[src/pmq_pkg.sv]
// shared widths and types for the pose matrix to quaternion pipeline
package pmq_pkg;

  localparam int FRAC_BITS = 16;
  localparam int ROT_W     = FRAC_BITS + 2;
  localparam int QW_W      = FRAC_BITS + 1;
  localparam int POS_W     = 24;
  localparam int T_W       = FRAC_BITS + 4;
  localparam int SQ_W      = FRAC_BITS + 1;
  localparam int RAD_W     = 2 * SQ_W;
  localparam int M_W       = FRAC_BITS + 2;
  localparam int D_W       = FRAC_BITS + 3;
  localparam int DV_W      = FRAC_BITS + 3;
  localparam int NUM_W     = M_W + FRAC_BITS;
  localparam int LANES     = 3;
  localparam int IN_W      = ((9 * ROT_W + 3 * POS_W + 7) / 8) * 8;
  localparam int OUT_W     = ((3 * POS_W + 3 * ROT_W + QW_W + 7) / 8) * 8;

  typedef struct packed {
    logic [2:0][POS_W-1:0] pos;
    logic [2:0][M_W-1:0]   mag;
    logic [2:0]            sgn;
    logic                  degen;
  } sqrt_side_t;

  typedef struct packed {
    logic [2:0][POS_W-1:0] pos;
    logic [QW_W-1:0]       w;
    logic [2:0]            sgn;
    logic                  degen;
  } div_side_t;

endpackage

[src/pmq_sqrt.sv]
// pipelined integer square root, one root bit per stage
module pmq_sqrt (
  input  logic                       clk,
  input  logic                       rst_n,
  input  logic                       en,
  input  logic                       in_valid,
  input  logic [pmq_pkg::RAD_W-1:0]  in_rad,
  input  pmq_pkg::sqrt_side_t        in_side,
  output logic                       out_valid,
  output logic [pmq_pkg::SQ_W-1:0]   out_root,
  output pmq_pkg::sqrt_side_t        out_side
);
  import pmq_pkg::*;

  localparam int REM_W = SQ_W + 2;

  logic [RAD_W-1:0] rad_w  [SQ_W+1];
  logic [REM_W-1:0] rem_w  [SQ_W+1];
  logic [SQ_W-1:0]  root_w [SQ_W+1];
  logic             vld_w  [SQ_W+1];
  sqrt_side_t       side_w [SQ_W+1];

  assign rad_w[0]  = in_rad;
  assign rem_w[0]  = '0;
  assign root_w[0] = '0;
  assign vld_w[0]  = in_valid;
  assign side_w[0] = in_side;

  for (genvar k = 0; k < SQ_W; k++) begin : g_stage
    logic [RAD_W-1:0] rad_r;
    logic [REM_W-1:0] rem_r, rem_nxt, cur, trial;
    logic [SQ_W-1:0]  root_r, root_nxt;
    logic             vld_r;
    sqrt_side_t       side_r;

    always_comb begin
      cur   = {rem_w[k][REM_W-3:0], rad_w[k][RAD_W-1 -: 2]};
      trial = {root_w[k], 2'b01};
      if (cur >= trial) begin
        rem_nxt  = cur - trial;
        root_nxt = {root_w[k][SQ_W-2:0], 1'b1};
      end else begin
        rem_nxt  = cur;
        root_nxt = {root_w[k][SQ_W-2:0], 1'b0};
      end
    end

    always_ff @(posedge clk) begin
      if (!rst_n) begin
        vld_r <= 1'b0;
      end else if (en) begin
        vld_r <= vld_w[k];
      end
    end

    always_ff @(posedge clk) begin
      if (en) begin
        rad_r  <= {rad_w[k][RAD_W-3:0], 2'b00};
        rem_r  <= rem_nxt;
        root_r <= root_nxt;
        side_r <= side_w[k];
      end
    end

    assign rad_w[k+1]  = rad_r;
    assign rem_w[k+1]  = rem_r;
    assign root_w[k+1] = root_r;
    assign vld_w[k+1]  = vld_r;
    assign side_w[k+1] = side_r;
  end

  assign out_valid = vld_w[SQ_W];
  assign out_root  = root_w[SQ_W];
  assign out_side  = side_w[SQ_W];

endmodule

[config.mk]
export PLATFORM = sky130hd
export DESIGN_NAME = pmq_sqrt
export DESIGN_NICKNAME = d
export VERILOG_FILES = /design/src/pmq_pkg.sv /design/src/pmq_sqrt.sv
export SDC_FILE = /design/constraint.sdc
export NUM_CORES = 2
export LEC_CHECK = 0
export ABC_AREA = 1
export BUFFER_PORTS_ARGS = -buffer_cell sky130_fd_sc_hd__buf_2
export CAP_MARGIN = 20
export CELL_PAD_IN_SITES_DETAIL_PLACEMENT = 1
export CELL_PAD_IN_SITES_GLOBAL_PLACEMENT = 1
export CORE_ASPECT_RATIO = 0.6
export CORE_MARGIN = 2
export CORE_UTILIZATION = 45
export CTS_CLUSTER_SIZE = 24
export DETAILED_ROUTE_END_ITERATION = 6
export GPL_TIMING_DRIVEN = 0
export HOLD_SLACK_MARGIN = 0.08
export PLACE_DENSITY = 0.8
export SKIP_LAST_GASP = 1
export SLEW_MARGIN = 40
export SYNTH_ARGS = -nofsm -noshare
export SYNTH_HDL_FRONTEND = slang
export SYNTH_SLANG_ARGS = --single-unit
[constraint.sdc]
create_clock -name clk -period 1.9 [get_ports clk]
set_clock_uncertainty 0.2 [all_clocks]
set_input_delay 0.095 -clock clk [delete_from_list [all_inputs] [get_ports clk]]
set_output_delay 0.095 -clock clk [all_outputs]
set_load 0.005 [all_outputs]
==> results_dict.tcl <==
set metrics [dict create \
    yosysWarningCount 0 \
    cts_root_buffer "sky130_fd_sc_hd__clkbuf_16" \
    crit_path_start_kind "flip-flop" \
    cp.arrival_ps 2770 \
    powerDensity_nw_per_um2 1150 \
    rr_worst_depth 10 \
    routed-via-count 53371 \
    synth_enable_flop_cells 2882 \
    clkSlewWorstSetupHoldPaths_ps 80 \
    postLayoutCoreUtil_pct 57.8 \
    dominantRegCellSynth "sky130_fd_sc_hd__edfxtp_1" \
    worst_r2r_startpoint "g_stage[6].rem_r[5]$_DFFE_PP_" \
    timing.hold.worst.start "en" \
    clock_latency_on_the_worst_skew_pair_ps 850 \
    dpl.cell_count 9360 \
    globalRoute.totalOverflow 0 \
    finish.net_count 7791 \
    maximum_number_of_pins_on_one_net_before_global_route_repair 152 \
    rsz_0062_raised_after_global_routing "true" \
    place_area_um2 110000 \
    timing.critical_path.fanout_max 7 \
    synth_seq_area_share_pct 85.3 \
    htree_num_levels 5 \
    hpwlAfterDp_um 130000 \
    viasPerCell 5.01 \
    coreArea_um2 225000 \
    final-instance-count-excl-fill 10658 \
    fp.dieArea_um2 230000 \
    cts_buffers 267 \
    synthesis.area_per_instance_um2 17.0 \
    cts_tree "built" \
    dieHeight_um 373 \
    critical_path.endpoint_type "flip-flop" \
    flow.area_growth_from_synthesis_pct 27.8 \
    initialDrtViolationCount 4215 \
    finalSetupViolCount 1179 \
    fillCellCount 20584 \
    synth_nets 6340 \
    io_port_bufs 315 \
    worstMarginPinSlew_ps 906 \
    preCtsSetupSlack_ps -3170 \
    whs_endpoint "g_stage[6].side_r[54]$_DFFE_PP_" \
    timing.rr.end "g_stage[7].rem_r[4]$_DFFE_PP_" \
    cts-root-to-sink-buffers 4 \
    layout.cells.most_common "sky130_fd_sc_hd__edfxtp_1" \
    power_leakage_nw 49.6 \
    drive_gt1_share_pct 29.3 \
    row_count 135 \
    worst_hold_path_type "in2reg" \
    layout.cells.most_common_list "2882 x sky130_fd_sc_hd__edfxtp_1, 813 x sky130_fd_sc_hd__nand2_1, 522 x sky130_fd_sc_hd__inv_1" \
    fraction_of_the_cycle_the_final_worst_path_needs_pct 128 \
    hold_depth 5 \
    finalWorstSetupSlack_ps -527 \
    timing.final.max_slew_violations 0 \
    finalCriticalPeriod_ps 2430 \
    grt_first_pass_wirelength_um 349000 \
    die_width_um 618 \
    violations "setup timing" \
    cap_violations 0 \
    maxSlewHeadroom_pct 39.4 \
    rrSetupSlack_ps -530 \
    netlist-cell-type-count 48 \
    criticalPathCategory "reg2reg" \
    grt_util_all_layers_pct 20.3 \
    synth_top_cells_by_area "sky130_fd_sc_hd__edfxtp_1 85%, sky130_fd_sc_hd__nand2_1 4.6%, sky130_fd_sc_hd__inv_1 2.5%" \
    synthesis.area_um2 102000 \
    max-vdd-ir-drop_mv 1.11 \
    synthDominantAreaCellType "sky130_fd_sc_hd__edfxtp_1" \
    first_global_vias 55688 \
    outcome "finished with violations" \
    worst_ep_required_time_ps 2240 \
    synth-async-reset-ratio_pct 0 \
    netlist_instances 6004 \
    avgRoutedWirePerCell_um 22.9 \
    cts.sink_count 2899 \
    floorplan.initialDensity_pct 45.2 \
    fmaxAchievable_ghz 0.412 \
    routabilityCongestion 0.851 \
    ant_nets 0 \
    number_of_antenna_violations_at_the_first_check_in_global_routing 6 \
    drt-total-wl_um 245000 \
    final_design_area_no_fill_um2 130000 \
    final.setup.tns_ps -222730 \
    final-hold-violation-count 0 \
    top_level_i_o_count 316 \
    remaining_design_rule_violation_count 0 \
    yosys_register_bits 2899 \
    synth_top_area_share_pct 84.9 \
    drt_pass1_iterations 7 \
]
## layer usage
metal | GRT usage (%) | wire length [µm] | vias to the layer above
li1 | - | - | 24330
met1 | 27.0 | 103000 | 27214
met2 | 35.2 | 124000 | 1429
met3 | 2.78 | 11600 | 398
met4 | 5.18 | 6290 | 0
met5 | 0 | 0 | -
## timing repair
item	in CTS	in global routing
pin swaps	207	230
hold endpoints to repair	869	104
gates cloned	51	6
setup buffers	284	179
hold buffers	343	5
setup endpoints to repair	1591	1361
resized for setup	564	514
## area by class of cell
cell class / instances / area [µm²] / share of cell area [%]
diodes: 1 / 2.50 / 0.00192
clock buffers: 317 / 6990 / 5.37
plain buffers: 38 / 507 / 0.389
multi-input cells: 2375 / 16900 / 13.0
well taps: 3014 / 3770 / 2.90
repair buffers: 1184 / 11000 / 8.46
clock inverters: 140 / 1490 / 1.14
flip-flops and latches: 2899 / 86900 / 66.7
inverters: 689 / 2630 / 2.02
repair inverters: 1 / 11.3 / 0.00865
## synth_stat cells, types with 2 or more instances
cell	count
sky130_fd_sc_hd__a211oi_1	2
sky130_fd_sc_hd__a21oi_1	116
sky130_fd_sc_hd__a22oi_1	2
sky130_fd_sc_hd__and2_1	5
sky130_fd_sc_hd__and3_1	2
sky130_fd_sc_hd__buf_2	18
sky130_fd_sc_hd__buf_4	8
sky130_fd_sc_hd__buf_6	8
sky130_fd_sc_hd__clkbuf_1	6
sky130_fd_sc_hd__clkbuf_2	2
sky130_fd_sc_hd__dfxtp_1	17
sky130_fd_sc_hd__edfxtp_1	2882
sky130_fd_sc_hd__ha_1	168
sky130_fd_sc_hd__inv_1	680
sky130_fd_sc_hd__inv_2	8
sky130_fd_sc_hd__nand2_1	1236
sky130_fd_sc_hd__nand2_2	12
sky130_fd_sc_hd__nand2_4	4
sky130_fd_sc_hd__nand3_1	189
sky130_fd_sc_hd__nand3_2	10
sky130_fd_sc_hd__nand3_4	3
sky130_fd_sc_hd__nand3b_1	27
sky130_fd_sc_hd__nand4_1	98
sky130_fd_sc_hd__nor2_1	239
sky130_fd_sc_hd__nor2_2	20
sky130_fd_sc_hd__nor2_4	3
sky130_fd_sc_hd__nor3_1	27
sky130_fd_sc_hd__nor3_2	4
sky130_fd_sc_hd__o21ai_0	71
sky130_fd_sc_hd__o21ai_1	12
sky130_fd_sc_hd__o21ai_2	2
sky130_fd_sc_hd__o21bai_1	4
sky130_fd_sc_hd__or2_1	2
sky130_fd_sc_hd__or2_2	7
sky130_fd_sc_hd__xnor2_1	26
sky130_fd_sc_hd__xor2_1	72
## worst max-delay path, stage by stage (launching register included)
cell and delay, ps:
sky130_fd_sc_hd__edfxtp_1 460, sky130_fd_sc_hd__ha_4 330, sky130_fd_sc_hd__nand2_4 70, sky130_fd_sc_hd__nor2_4 110, sky130_fd_sc_hd__nand3b_1 270, sky130_fd_sc_hd__o21ai_4 290
sky130_fd_sc_hd__nor2_4 50, sky130_fd_sc_hd__buf_12 140, sky130_fd_sc_hd__buf_8 140, sky130_fd_sc_hd__nand2_2 50, sky130_fd_sc_hd__o21ai_1 60
## worst max-delay path by stage
stage / from / to / slack, ps / cells after the start
after detailed placement: en / out_side[36]$_DFFE_PP_ / -3170 / 9
after global routing: g_stage[6].rad_r[32]$_DFFE_PP_ / g_stage[7].rem_r[14]$_DFFE_PP_ / -600 / 8
after CTS: g_stage[12].rem_r[7]$_DFFE_PP_ / g_stage[13].rem_r[4]$_DFFE_PP_ / -450 / 12
final: g_stage[6].rem_r[5]$_DFFE_PP_ / g_stage[7].rem_r[4]$_DFFE_PP_ / -530 / 10
after floorplan: g_stage[12].root_r[10]$_DFFE_PP_ / g_stage[13].rem_r[8]$_DFFE_PP_ / -130 / 11
after global placement: en / g_stage[15].side_r[128]$_DFFE_PP_ / -44590 / 1
## metrics by stage
step | total power [W] | hold slack, ps
final | 0.149 | 47.4
after detailed placement | 0.0903 | 73.3
after CTS | 0.147 | -27.9
after global routing | 0.154 | 31.3
after global placement | 0.0815 | 71.1
after floorplan | 0.0848 | -6.13
## sequential cells by signal, indices dropped and copies added (netlist names)
register and count:
g_stage.vld_r 16, out_valid 1, g_stage.rad_r 272, g_stage.root_r 136, out_root 17, g_stage.rem_r 247
out_side 130, g_stage.side_r 2080
## cells by family (layout without fill, tap and decap cells)
group | count (synthesis) | after routing | synth area share, %
adders and majority gates | 168 | 168 | 2.06
AOI/OAI and AO/OA | 215 | 215 | 1.11
xor gates and xnor gates | 98 | 98 | 0.842
and+or+nand+nor | 1892 | 1893 | 7.91
buffers and inverters | 731 | 2369 | 2.81
other | 1 | 2 | 0.00368
DFF | 2899 | 2899 | 85.3
## power breakdown
group	switching (W)	internal, W	leakage (nW)
registers	0.00231	0.0756	28.2
logic	0.00997	0.00714	17.2
clock network	0.0245	0.0299	4.12
total	0.0368	0.113	49.6
Note: power is estimated with default switching activity, not from simulation.
